### config.mk
export PLATFORM = sky130hd
export DESIGN_NAME = md5_stream_digest_flat
export DESIGN_NICKNAME = d
export VERILOG_FILES = /design/src/rtl/md5sd_pkg.sv /design/src/rtl/md5sd_if.sv /design/src/rtl/md5sd_core.sv /design/src/rtl/md5sd_top_dummy_removed.sv /design/src/rtl/md5_stream_digest.sv /design/src/flat_wrapper.sv
export SDC_FILE = /design/constraint.sdc
export NUM_CORES = 2
export LEC_CHECK = 0
export CAP_MARGIN = 10
export CORE_UTILIZATION = 49
export CTS_BUF_LIST = sky130_fd_sc_hd__clkbuf_16
export DETAILED_ROUTE_END_ITERATION = 6
export DONT_BUFFER_PORTS = 1
export PLACE_DENSITY = 0.66
export SLEW_MARGIN = 15
export SYNTH_ARGS = -nofsm -noshare
export SYNTH_HDL_FRONTEND = slang
export SYNTH_SLANG_ARGS = --single-unit
### constraint.sdc
create_clock -name clock -period 9.6 [get_ports clock]
set_input_delay 1.44 -clock clock [delete_from_list [all_inputs] [get_ports clock]]
set_output_delay 1.44 -clock clock [all_outputs]
set_load 0.01 [all_outputs]
### src/rtl/md5sd_pkg.sv
// ----------------------------------------------------------------------------
// MD5 stream digest package
// Shared types, constants and step tables for the MD5 stream digest block.
// ----------------------------------------------------------------------------
package md5sd_pkg;

   typedef logic [31:0] word_type;
   typedef word_type [3:0] chain_type;

   typedef enum logic [4:0] {
      ST_IDLE = 5'b00001,
      ST_COMP = 5'b00010,
      ST_PAD  = 5'b00100,
      ST_ZERO = 5'b01000,
      ST_DONE = 5'b10000
   } state_type;

   typedef enum logic [1:0] {
      RET_IDLE,
      RET_PAD,
      RET_ZERO,
      RET_DONE
   } ret_type;

   typedef struct packed {
      logic       done;
      logic [3:0] msg_idx;
   } core_status_type;

   localparam word_type IV_A = 32'h67452301;
   localparam word_type IV_B = 32'hefcdab89;
   localparam word_type IV_C = 32'h98badcfe;
   localparam word_type IV_D = 32'h10325476;
   localparam logic [7:0] PAD_BYTE = 8'h80;
   localparam logic [5:0] LEN_POS = 6'd56;

   localparam word_type STEP_CONST [64] = '{
      32'hd76aa478, 32'he8c7b756, 32'h242070db, 32'hc1bdceee,
      32'hf57c0faf, 32'h4787c62a, 32'ha8304613, 32'hfd469501,
      32'h698098d8, 32'h8b44f7af, 32'hffff5bb1, 32'h895cd7be,
      32'h6b901122, 32'hfd987193, 32'ha679438e, 32'h49b40821,
      32'hf61e2562, 32'hc040b340, 32'h265e5a51, 32'he9b6c7aa,
      32'hd62f105d, 32'h02441453, 32'hd8a1e681, 32'he7d3fbc8,
      32'h21e1cde6, 32'hc33707d6, 32'hf4d50d87, 32'h455a14ed,
      32'ha9e3e905, 32'hfcefa3f8, 32'h676f02d9, 32'h8d2a4c8a,
      32'hfffa3942, 32'h8771f681, 32'h6d9d6122, 32'hfde5380c,
      32'ha4beea44, 32'h4bdecfa9, 32'hf6bb4b60, 32'hbebfbc70,
      32'h289b7ec6, 32'heaa127fa, 32'hd4ef3085, 32'h04881d05,
      32'hd9d4d039, 32'he6db99e5, 32'h1fa27cf8, 32'hc4ac5665,
      32'hf4292244, 32'h432aff97, 32'hab9423a7, 32'hfc93a039,
      32'h655b59c3, 32'h8f0ccc92, 32'hffeff47d, 32'h85845dd1,
      32'h6fa87e4f, 32'hfe2ce6e0, 32'ha3014314, 32'h4e0811a1,
      32'hf7537e82, 32'hbd3af235, 32'h2ad7d2bb, 32'heb86d391
   };

   localparam logic [4:0] ROT_AMOUNT [16] = '{
      5'd7, 5'd12, 5'd17, 5'd22, 5'd5, 5'd9, 5'd14, 5'd20,
      5'd4, 5'd11, 5'd16, 5'd23, 5'd6, 5'd10, 5'd15, 5'd21
   };

   function automatic logic [3:0] msg_index(input logic [5:0] step);
      logic [3:0] i4;
      logic [3:0] k;
      i4 = step[3:0];
      case (step[5:4])
         2'd0:    k = i4;
         2'd1:    k = 4'((i4 << 2) + i4 + 4'd1);
         2'd2:    k = 4'((i4 << 1) + i4 + 4'd5);
         default: k = 4'((i4 << 3) - i4);
      endcase
      return k;
   endfunction

   function automatic word_type bswap32(input word_type x);
      return {x[7:0], x[15:8], x[23:16], x[31:24]};
   endfunction

   function automatic word_type put_lane(input word_type w, input logic [1:0] lane,
                                         input logic [7:0] b);
      word_type r;
      r = w;
      case (lane)
         2'd0:    r = {24'd0, b};
         2'd1:    r[15:8] = b;
         2'd2:    r[23:16] = b;
         default: r[31:24] = b;
      endcase
      return r;
   endfunction

endpackage

### src/rtl/md5sd_if.sv
// ----------------------------------------------------------------------------
// MD5 stream digest channels
// Valid/ready channels for message bytes and for digest results.
// ----------------------------------------------------------------------------
interface md5sd_req_if;
   logic       valid;
   logic       ready;
   logic [7:0] data_byte;
   logic       byte_valid;
   logic       is_last;

   modport source (output valid, output data_byte, output byte_valid,
                   output is_last, input ready);
   modport sink (input valid, input data_byte, input byte_valid,
                 input is_last, output ready);
endinterface

interface md5sd_rsp_if;
   logic        valid;
   logic        ready;
   logic [63:0] digest_high;
   logic [63:0] digest_low;

   modport source (output valid, output digest_high, output digest_low,
                   input ready);
   modport sink (input valid, input digest_high, input digest_low,
                 output ready);
endinterface

### src/rtl/md5sd_core.sv
// ----------------------------------------------------------------------------
// MD5 compression step unit
// Runs the 64 MD5 steps of one block on working copies of the chain and hands
// the working words back for the final chain add.
// ----------------------------------------------------------------------------
module md5sd_core
   import md5sd_pkg::*;
(
   input  logic            clock,
   input  logic            reset,
   input  logic            start,
   input  chain_type       chain_in,
   input  word_type        msg_word,
   output core_status_type status,
   output chain_type       work
);

   logic [5:0] step_ff, step_in;
   logic       phase_ff, phase_in;
   logic       busy_ff, busy_in;
   logic       done_ff, done_in;
   word_type   a_ff, a_in, b_ff, b_in, c_ff, c_in, d_ff, d_in;
   word_type   t_ff, t_in;
   word_type   f;
   logic [4:0] rot;
   logic [63:0] rot_wide;

   always_comb begin
      case (step_ff[5:4])
         2'd0:    f = d_ff ^ (b_ff & (c_ff ^ d_ff));
         2'd1:    f = c_ff ^ (d_ff & (b_ff ^ c_ff));
         2'd2:    f = b_ff ^ c_ff ^ d_ff;
         default: f = c_ff ^ (b_ff | ~d_ff);
      endcase
      rot = ROT_AMOUNT[{step_ff[5:4], step_ff[1:0]}];
      rot_wide = {t_ff, t_ff} << rot;
   end

   always_comb begin
      step_in = step_ff;
      phase_in = phase_ff;
      busy_in = busy_ff;
      done_in = 1'b0;
      a_in = a_ff;
      b_in = b_ff;
      c_in = c_ff;
      d_in = d_ff;
      t_in = t_ff;
      if (start) begin
         a_in = chain_in[0];
         b_in = chain_in[1];
         c_in = chain_in[2];
         d_in = chain_in[3];
         step_in = 6'd0;
         phase_in = 1'b0;
         busy_in = 1'b1;
      end else if (busy_ff) begin
         if (!phase_ff) begin
            t_in = a_ff + f + msg_word + STEP_CONST[step_ff];
            phase_in = 1'b1;
         end else begin
            a_in = d_ff;
            d_in = c_ff;
            c_in = b_ff;
            b_in = b_ff + rot_wide[63:32];
            phase_in = 1'b0;
            step_in = step_ff + 6'd1;
            if (step_ff == 6'd63) begin
               busy_in = 1'b0;
               done_in = 1'b1;
            end
         end
      end
   end

   always_ff @(posedge clock) begin
      if (reset) begin
         busy_ff <= 1'b0;
         done_ff <= 1'b0;
         phase_ff <= 1'b0;
         step_ff <= 6'd0;
      end else begin
         busy_ff <= busy_in;
         done_ff <= done_in;
         phase_ff <= phase_in;
         step_ff <= step_in;
      end
      a_ff <= a_in;
      b_ff <= b_in;
      c_ff <= c_in;
      d_ff <= d_in;
      t_ff <= t_in;
   end

   assign status.done = done_ff;
   assign status.msg_idx = msg_index(step_ff);
   assign work = {d_ff, c_ff, b_ff, a_ff};

endmodule

### src/rtl/md5sd_top_dummy_removed.sv
// ----------------------------------------------------------------------------
// MD5 message word store
// Holds the sixteen message words of the current block and applies byte,
// pad, zero-fill and length writes.
// ----------------------------------------------------------------------------
module md5sd_msg
   import md5sd_pkg::*;
(
   input  logic        clock,
   input  logic        byte_we,
   input  logic [5:0]  byte_pos,
   input  logic [7:0]  byte_data,
   input  logic        fill_we,
   input  logic [3:0]  fill_from,
   input  logic        len_we,
   input  logic [63:0] bit_len,
   input  logic [3:0]  rd_idx,
   output word_type    rd_word
);

   word_type msg_ff [16];
   word_type msg_in [16];

   always_comb begin
      for (int w = 0; w < 16; w++) begin
         msg_in[w] = msg_ff[w];
         if (byte_we && byte_pos[5:2] == 4'(w)) begin
            msg_in[w] = put_lane(msg_ff[w], byte_pos[1:0], byte_data);
         end
         if (fill_we && 4'(w) >= fill_from) begin
            msg_in[w] = 32'd0;
         end
      end
      if (len_we) begin
         msg_in[14] = bit_len[31:0];
         msg_in[15] = bit_len[63:32];
      end
   end

   always_ff @(posedge clock) begin
      for (int w = 0; w < 16; w++) begin
         msg_ff[w] <= msg_in[w];
      end
   end

   assign rd_word = msg_ff[rd_idx];

endmodule

### src/rtl/md5_stream_digest.sv
// ----------------------------------------------------------------------------
// MD5 stream digest
// Packs message bytes into 64-byte blocks, runs the MD5 compression on each
// full block, pads and finishes the message on its last item and emits the
// 128-bit digest.
// ----------------------------------------------------------------------------
// Items are taken only while idle; one that neither completes a block nor ends
// the message leaves the block idle. An item that completes a 64-byte block
// keeps the block busy while one shared step unit performs the 64 MD5 steps
// and the result is then added into the chain. An item that ends the message
// adds a padding step and one such compression, or, when fewer than nine bytes
// remain free in the block, also a zero-fill step and a second compression,
// and then loads the digest into the output register, which holds it until it
// is taken. That load waits while an earlier digest is still untaken.
module md5_stream_digest
   import md5sd_pkg::*;
(
   input logic         clock,
   input logic         reset,
   md5sd_req_if.sink   req_in,
   md5sd_rsp_if.source rsp_out
);

   state_type state_ff, state_in;
   ret_type   ret_ff, ret_in;
   chain_type chain_ff, chain_in;
   logic [63:0] count_ff, count_in;
   logic        rsp_valid_ff, rsp_valid_in;
   logic [63:0] dig_high_ff, dig_high_in, dig_low_ff, dig_low_in;

   logic        accept;
   logic        start;
   logic        byte_we;
   logic [5:0]  byte_pos;
   logic [7:0]  byte_data;
   logic        fill_we;
   logic [3:0]  fill_from;
   logic        len_we;
   logic [63:0] count_next;
   word_type    msg_word;
   chain_type   work;
   core_status_type status;

   localparam chain_type IV = {IV_D, IV_C, IV_B, IV_A};

   assign req_in.ready = (state_ff == ST_IDLE);
   assign accept = req_in.valid && req_in.ready;
   assign count_next = count_ff + 64'd1;

   always_comb begin
      state_in = state_ff;
      ret_in = ret_ff;
      chain_in = chain_ff;
      count_in = count_ff;
      rsp_valid_in = rsp_valid_ff && !rsp_out.ready;
      dig_high_in = dig_high_ff;
      dig_low_in = dig_low_ff;
      start = 1'b0;
      byte_we = 1'b0;
      byte_pos = count_ff[5:0];
      byte_data = req_in.data_byte;
      fill_we = 1'b0;
      fill_from = 4'(count_ff[5:2] + 4'd1);
      len_we = 1'b0;
      case (state_ff)
         ST_IDLE: begin
            if (accept) begin
               if (req_in.byte_valid) begin
                  byte_we = 1'b1;
                  count_in = count_next;
                  if (count_next[5:0] == 6'd0) begin
                     start = 1'b1;
                     ret_in = req_in.is_last ? RET_PAD : RET_IDLE;
                     state_in = ST_COMP;
                  end else if (req_in.is_last) begin
                     state_in = ST_PAD;
                  end
               end else if (req_in.is_last) begin
                  state_in = ST_PAD;
               end
            end
         end
         ST_COMP: begin
            if (status.done) begin
               for (int j = 0; j < 4; j++) begin
                  chain_in[j] = chain_ff[j] + work[j];
               end
               case (ret_ff)
                  RET_IDLE: state_in = ST_IDLE;
                  RET_PAD:  state_in = ST_PAD;
                  RET_ZERO: state_in = ST_ZERO;
                  default:  state_in = ST_DONE;
               endcase
            end
         end
         ST_PAD: begin
            byte_we = 1'b1;
            byte_data = PAD_BYTE;
            fill_we = (count_ff[5:2] != 4'd15);
            start = 1'b1;
            state_in = ST_COMP;
            if (count_ff[5:0] < LEN_POS) begin
               len_we = 1'b1;
               ret_in = RET_DONE;
            end else begin
               ret_in = RET_ZERO;
            end
         end
         ST_ZERO: begin
            fill_we = 1'b1;
            fill_from = 4'd0;
            len_we = 1'b1;
            start = 1'b1;
            ret_in = RET_DONE;
            state_in = ST_COMP;
         end
         ST_DONE: begin
            if (!rsp_valid_ff || rsp_out.ready) begin
               rsp_valid_in = 1'b1;
               dig_high_in = {bswap32(chain_ff[0]), bswap32(chain_ff[1])};
               dig_low_in = {bswap32(chain_ff[2]), bswap32(chain_ff[3])};
               chain_in = IV;
               count_in = 64'd0;
               state_in = ST_IDLE;
            end
         end
         default: begin
            state_in = ST_IDLE;
         end
      endcase
   end

   always_ff @(posedge clock) begin
      if (reset) begin
         state_ff <= ST_IDLE;
         ret_ff <= RET_IDLE;
         chain_ff <= IV;
         count_ff <= 64'd0;
         rsp_valid_ff <= 1'b0;
      end else begin
         state_ff <= state_in;
         ret_ff <= ret_in;
         chain_ff <= chain_in;
         count_ff <= count_in;
         rsp_valid_ff <= rsp_valid_in;
      end
      dig_high_ff <= dig_high_in;
      dig_low_ff <= dig_low_in;
   end

   md5sd_msg u_msg (
      .clock     (clock),
      .byte_we   (byte_we),
      .byte_pos  (byte_pos),
      .byte_data (byte_data),
      .fill_we   (fill_we),
      .fill_from (fill_from),
      .len_we    (len_we),
      .bit_len   ({count_ff[60:0], 3'b000}),
      .rd_idx    (status.msg_idx),
      .rd_word   (msg_word)
   );

   md5sd_core u_core (
      .clock    (clock),
      .reset    (reset),
      .start    (start),
      .chain_in (chain_ff),
      .msg_word (msg_word),
      .status   (status),
      .work     (work)
   );

   assign rsp_out.valid = rsp_valid_ff;
   assign rsp_out.digest_high = dig_high_ff;
   assign rsp_out.digest_low = dig_low_ff;

endmodule

### src/flat_wrapper.sv
// flat-port wrapper written by rule: the top's interface ports become plain ports
module md5_stream_digest_flat import md5sd_pkg::*;
  (clock, reset, req_in_valid, req_in_data_byte, req_in_byte_valid, req_in_is_last, req_in_ready, rsp_out_valid, rsp_out_digest_high, rsp_out_digest_low, rsp_out_ready);
  md5sd_req_if req_in_i ();
  md5sd_rsp_if rsp_out_i ();
  input logic clock;
  input logic reset;
  input wire logic [$bits(req_in_i.valid)-1:0] req_in_valid;
  input wire logic [$bits(req_in_i.data_byte)-1:0] req_in_data_byte;
  input wire logic [$bits(req_in_i.byte_valid)-1:0] req_in_byte_valid;
  input wire logic [$bits(req_in_i.is_last)-1:0] req_in_is_last;
  output wire logic [$bits(req_in_i.ready)-1:0] req_in_ready;
  output wire logic [$bits(rsp_out_i.valid)-1:0] rsp_out_valid;
  output wire logic [$bits(rsp_out_i.digest_high)-1:0] rsp_out_digest_high;
  output wire logic [$bits(rsp_out_i.digest_low)-1:0] rsp_out_digest_low;
  input wire logic [$bits(rsp_out_i.ready)-1:0] rsp_out_ready;
  assign req_in_i.valid = req_in_valid;
  assign req_in_i.data_byte = req_in_data_byte;
  assign req_in_i.byte_valid = req_in_byte_valid;
  assign req_in_i.is_last = req_in_is_last;
  assign req_in_ready = req_in_i.ready;
  assign rsp_out_valid = rsp_out_i.valid;
  assign rsp_out_digest_high = rsp_out_i.digest_high;
  assign rsp_out_digest_low = rsp_out_i.digest_low;
  assign rsp_out_i.ready = rsp_out_ready;
  md5_stream_digest u_core (.clock(clock), .reset(reset), .req_in(req_in_i), .rsp_out(rsp_out_i));
endmodule
# After elaboration in Yosys (flattened, before gate mapping)
# Memory sizes are Yosys's and may differ from the RTL's.
# Cells that the tools add are included.
# totals
register_bits	497
ram_bits	512
rom_bits	2128
input_bits	14
word_cells	513
mem_count	3
# mem_list
memory	depth	word_bits	rd	rd_clocked_by_memory_dff	write_ports	line_no	rtl
(no name shown)	64	32	1	0	0	md5sd_core.sv:59	t_in = a_ff + f + msg_word + STEP_CONST[step_ff];
u_core.u_msg.msg_ff	16	32	1	0	16	md5sd_top_dummy_removed.sv:21	word_type msg_ff [16];
(no name shown)	16	5	1	0	0	md5sd_core.sv:35	rot = ROT_AMOUNT[{step_ff[5:4], step_ff[1:0]}];
# op_classes
n_addsub	16
n_lt_le_gt_ge	19
eq_ne	161
n_shift	1
n_mux	156
bitwise_logic	15
reduce_logical	123
# ops
operator	count
two-way mux 32 bit	46
one-hot mux 8 bit (2 select lines)	48
adder 32 bit	8
two-way mux 128 bit	2
two-way mux 64 bit	4
one-hot mux 128 bit (2 select lines)	1
bitwise XOR 32 bit	6
two-way mux 8 bit	17
AND reduction 2 bit	67
inequality test 4 bit (second input constant)	33
one-hot mux 64 bit (2 select lines)	1
inequality test 2 bit (second input constant)	60
inequality test 3 bit (second input constant)	36
one-hot mux 32 bit (3 select lines)	1
adder 64 x 1 -> 64 bit (second input constant)	1
bitwise AND 32 bit	2
left shift 64 x 5 -> 64 bit	1
two-way mux 5 bit	8
logical AND 1 bit	34
equality test 4 bit (second input constant)	8
>= comparator 4 bit (first input constant)	8
NOT 32 bit	1
OR 32 bit	1
inequality test 5 bit (second input constant)	4
other kinds (45)	93

# Longest topological paths before layout
# depth
depth_word	9
mapped_depth	29

# Cells and area by module
# A second synthesis with hierarchy kept.
# unflattened
cells_unflattened	5501
area_unflattened_um2	58768.9
# modules_own_cells
module	n_inst	cells_each	area_per_inst_um2	seq_area_each_um2
md5sd_msg	1	1653	23216.0	15374.7
md5sd_core	1	2012	18098.6	4984.8
md5_stream_digest	1	1836	17454.2	7787.5

# Worst setup path before layout
# Ideal clock, no wire load.
# synth_timing
path_kind	flip-flop to flip-flop
from	register u_core.u_core.step_ff[2]
to	register u_core.u_core.t_ff[31] (data pin)
arrival_time_ps	6846
setup_slack_ps	2495
path_stages_with_launch	30
cell_sequence	dfxtp_1 clkbuf_1 inv_1 clkbuf_1 clkbuf_1 buf_1 ha_1 fa_1 o21ai_0 nand2_1 o21ai_0 clkbuf_1 clkbuf_1 clkbuf_1 a211oi_1 a21oi_1 fa_1 ha_1 fa_1 a21oi_1 o21ai_0 a21oi_1 or4b_1 a31oi_1 o31ai_1 a21oi_1 nand4_1 nand4b_1 a21oi_1 xnor2_1
# synth_between
elab_chain_cells	6
word_cells_on_any_way	13
classes_between	7 x add/sub; 3 x mux; 1 x bitwise; 2 x memory
# synth_lines
item	line_no	rtl
from (decl)	md5sd_core.sv:18	logic [5:0] step_ff, step_in;
from (signal assigned)	md5sd_core.sv:86	step_ff <= step_in;
adder 4 bit, on equally long branches	md5sd_pkg.sv:68, md5sd_pkg.sv:67	
adder 4 x 3 -> 4 bit or adder 4 x 1 -> 4 bit (tied branches)	md5sd_pkg.sv:68, md5sd_pkg.sv:67	
one-hot mux 4 bit (3 select lines)	md5sd_pkg.sv:65	case (step[5:4])
memory read (16 x 32 bit)	--	
adder 32 bit	md5sd_core.sv:59	
adder 32 bit (*)	md5sd_core.sv:59	
to (signal assigned)	md5sd_core.sv:92	t_ff <= t_in;
to (decl)	md5sd_core.sv:23	word_type t_ff, t_in;
# Every way passes the cells marked *; elsewhere a longest branch is shown, timed or not. The select of a mux whose other input is x is not followed.
# A chain may end at the register's enable or synchronous reset.

# Final worst setup path
# layout_timing
from	register u_core.u_core.step_ff[1]
to	register u_core.u_core.t_ff[31] (data pin)
# The elaborated chain is that of the path after synthesis.

==> summary.md <==
| Metric | Value |
|---|---|
| Initial antenna violation count | 11 |
| Number of clock sinks | approximately 1,000 |
| Area delta synth->final | 9.20% |
| Compound-Gate Fraction of Synth Area | 0.138 |
| Clk slew on worst S/H paths | approximately 60 ps |
| Seq/Total Area, Yosys | 0.482 |
| R2r worst-path depth | 24 |
| Hold Vio Cnt, Final | 0 |
| Synth warn | 0 |
| Die area | between 100,000 and 150,000 µm² |
| CTS tree | done |
| Post_cts resized | 0 |
| RR Startpoint | u_core.u_core.step_ff[1] |
| Power density cells | around 180 nW/µm² |
| Cell area after synthesis | slightly below 60,000 µm² |
| ANT nets after route | 0 |
| Synth Area in XOR/XNOR | 0.0375 |
| # hold bufs at CTS | 0 |
| Peak VDD IR | ~180 µV |
| Vias | ~45,000 |
| Hold EP | u_core.rsp_out.digest_low[21] |
| Post-CTS setup buffers | 0 |
| R2R Setup Slk | 2260 ps |
| Die Span Y | 347 µm |
| Root buffer cell | clkbuf_16 |
| Adder-Cell Fraction of Synth Area | 0.0764 |
| Post-synth EDFFs | 800 |
| CTS max path bufs | 3 |
| # fillers | a little over 10,000 |
| Largest family of logic cells by synthesized area | compound AO/OA/AOI/OAI gates |
| Fin area | 63,700 µm² |
| Placed Area | approximately 60,000 µm² |
| Drt drc | 0 |
| Share of cells above drive strength 1 | 0.103 |
| Worst path most repeated cell | a21oi_1 |
| RSZ-0062 raised after global routing | false |
| Status | finished, final reports clean |
| Fmax | around 140 MHz |
| Final setup violation count | 0 |
| Register bit count reported by yosys | 1,006 |
| Avg WL per Cell | roughly 26 µm |
| CP endpoint kind | flop |
| Final #Nets | about 5,700 |
| Post-Synth Simple-Gate Area | 0.135 |
| 1st-pass router iterations | 7 |
| Worst hold stages | 0 |
| Netlist cell types | 95 |
| Htree depth | 3 |
| GR Overflow Total | 0 |
| Final critical-path share of the clock period | 0.764 |
| Area of the multi-input gates | about 28,000 µm² |
| Highest routed metal layer | met4 |
| CP arrival | around 7900 ps |
| Largest net degree at the start of global routing | 102 |
| Via density per instance | around 6.3 |
| CP Max Fanout | 35 |
| CP required | slightly above 10,000 ps |
| Net Count, Synth | just under 6,000 |
| Clock latency on the worst-skew pair | 770 ps |
| Crit path time final | around 7300 ps |
| Gr usage total | 0.303 |
| Hold WC Path Type | flop to flop |
| Iter 0 DRT Violations | between 5,000 and 6,000 |
| Slew at the pin closest to its max-slew limit | 1230 ps |
| Top_reg_cell synth | edfxtp_1 |
| First-pass GRT wire length | ~270,000 µm |
| Tot Pwr | between 10 and 15 mW |
| Ys async rst share | 0 |
| Final Max Tran Viols | 0 |
| TNS Setup | 0 ps |
| Max-cap violation count | 0 |
| Beginning of the worst hold path | u_core.chain_ff[109] |
| Final HPWL DP | 134,000 µm |
| Num CTS Buffers | ~110 |
| Kind of start point of the critical path | flop |
| Worst rel slew slack | 0.172 |
| Slowest CP cell | ha_1 |
| Avg Cell Area, Syn | approximately 11 µm² |
| CORE AREA | approximately 120,000 µm² |
| Lkg Pwr | 24.3 nW |
| Cells after Synth | between 5,000 and 6,000 |
| Routability Congestion | slightly above 1 |
| I/O pin total | 144 |
| CP cell instances | inv_1, ha_1, inv_1, fa_1, o21ai_0, nand2_1, o21ai_4, buf_4, nor2b_1, a211oi_1, a21oi_1, fa_1, ha_1, nand2_1, o21ai_0, a21oi_1, or4b_1, a31oi_1, o31ai_1, a21oi_1, nand4_1, nand4b_1, a21oi_1, xnor2_1 |
| CP max stage delay | 660 ps |
| Vias in the first global route | roughly 42,000 |
| Hold slack | between 400 and 500 ps |
| Final design utilization | 0.540 |
| Met3 WL post-DR | around 17,000 µm |
| DR WL met2 | 82,900 µm |
| Die width | ~350 µm |
| Met1 wire length | 79,600 µm |
| Reg2Reg Capture Point | u_core.u_core.t_ff[31] |
| WL final | roughly 190,000 µm |
| Skew final | between 40 and 50 ps |
| Port Buffer Count | 0 |
| CP Class | flop to flop |
| Starting density of the core | 0.494 |
| Mux contribution to synthesized area | 0.0925 |
| Std-Cell Rows | ~130 |
| Reg area | 28,200 µm² |
[critical path, delay by kind of cell (launching register included)]
kind / cells / cell delay, ps
buf+inv: 3 / 1240
compound gates: 10 / 2260
xor+xnor: 1 / 120
simple gates: 6 / 1120
flops: 1 / 310
fa+ha+maj: 4 / 2010
[worst max-delay path by stage]
stage	startpoint	to	slack [ps]	cells past startpoint
2_1_floorplan	u_core.u_core.step_ff[2]	u_core.u_core.t_ff[31]	2490	29
3_3_place_gp	u_core.u_core.step_ff[1]	u_core.u_core.t_ff[31]	2480	24
3_5_place_dp	u_core.u_core.step_ff[0]	u_core.u_core.t_ff[31]	2380	24
4_1_cts	u_core.u_core.step_ff[1]	u_core.u_core.t_ff[31]	2390	24
5_1_grt	u_core.u_core.step_ff[1]	u_core.u_core.t_ff[31]	1770	24
6_report	u_core.u_core.step_ff[1]	u_core.u_core.t_ff[31]	2260	24
[cell usage after synthesis (35+ instances only)]
library cell,n,area (µm²)
mux4_2,152,3420
nand2_1,599,2250
nor2_1,637,2390
buf_1,48,180
fa_1,68,1360
nand2b_1,39,244
nor2b_1,95,594
o21ai_0,362,1810
xnor2_1,116,1020
a21oi_1,327,1640
edfxtp_1,800,24000
mux2i_1,130,1300
a21o_1,142,1070
a211oi_1,36,270
inv_1,220,826
a31oi_1,106,663
mux2_2,60,676
xor2_1,134,1170
ha_1,223,2790
and3_1,93,582
o22ai_1,35,219
nand3_1,119,596
dfxtp_1,206,4120
nor3_1,65,325
clkbuf_1,251,942
[stage by stage]
stage	cells	setup slack [ps]
2_1_floorplan	5554	2490
3_3_place_gp	6861	2480
3_5_place_dp	6861	2380
4_1_cts	7065	2390
5_1_grt	7065	1770
6_report	7069	2260
[layout make-up]
cell class,count,area share
flip-flops and latches,1006,0.442
well taps,1536,0.0301
clock inverters,94,0.0156
repair buffers,112,0.0138
clock buffers,110,0.0432
multi-input cells,3985,0.442
inverters,222,0.0132
diodes,4,0.000157
[cells in the final DEF (no fill, tap or decap), types with 24 or more instances in the layout]
cell,instances
edfxtp_1,800
nor2_1,633
nand2_1,587
o21ai_0,331
a21oi_1,324
inv_1,241
ha_1,223
dfxtp_1,202
mux4_2,152
a21o_1,142
xor2_1,134
mux2i_1,129
nand3_1,119
xnor2_1,114
clkbuf_16,110
buf_4,109
a31oi_1,105
nor2b_1,94
and3_1,93
fa_1,68
nor3_1,65
mux2_2,60
nand2b_1,39
a211oi_1,36
o21ai_1,36
o22ai_1,35
maj3_1,31
a22oi_1,30
or3_1,24
o21bai_1,24
[sequential cells by signal (all words and copies together) (netlist names)]
register	flops
u_core.ret_ff	2
u_core.state_ff	5
u_core.u_core.done_ff	1
u_core.u_core.d_ff	32
u_core.chain_ff	128
u_core.u_core.t_ff	32
u_core.u_core.b_ff	32
u_core.u_core.phase_ff	1
u_core.rsp_out.digest_low	64
u_core.u_core.c_ff	32
u_core.u_msg.msg_ff	512
u_core.rsp_out.valid	1
u_core.rsp_out.digest_high	64
u_core.u_core.busy_ff	1
u_core.u_core.a_ff	32
u_core.count_ff	61
u_core.u_core.step_ff	6
[report_power, final]
part / total (mW) / leakage (nW) / internal, mW / switching (mW)
Sequential: 5.18 / 8.99 / 5.05 / 0.127
Combinational: 1.95 / 13.4 / 0.698 / 1.25
Clock: 4.40 / 1.91 / 2.51 / 1.89
[cell families (layout without fill, tap and decap cells)]
| kind of cell | after synthesis | after routing |
|---|---|---|
| AND/OR/NAND/NOR | 1779 | 1779 |
| AO/OA/AOI/OAI | 1292 | 1292 |
| flip-flops | 1006 | 1006 |
| buffers and inverters | 563 | 538 |
| multiplexers | 342 | 342 |
| adder cells (fa/ha/maj) | 322 | 322 |
| XOR/XNOR | 250 | 250 |
| other | 0 | 4 |
[metal layers]
metal	up-vias	track usage
met2	2142	0.467
met5	-	0
li1	20112	-
met1	22027	0.438
met3	289	0.0504
met4	0	0.0920
Note: power is estimated with default switching activity, not from simulation.
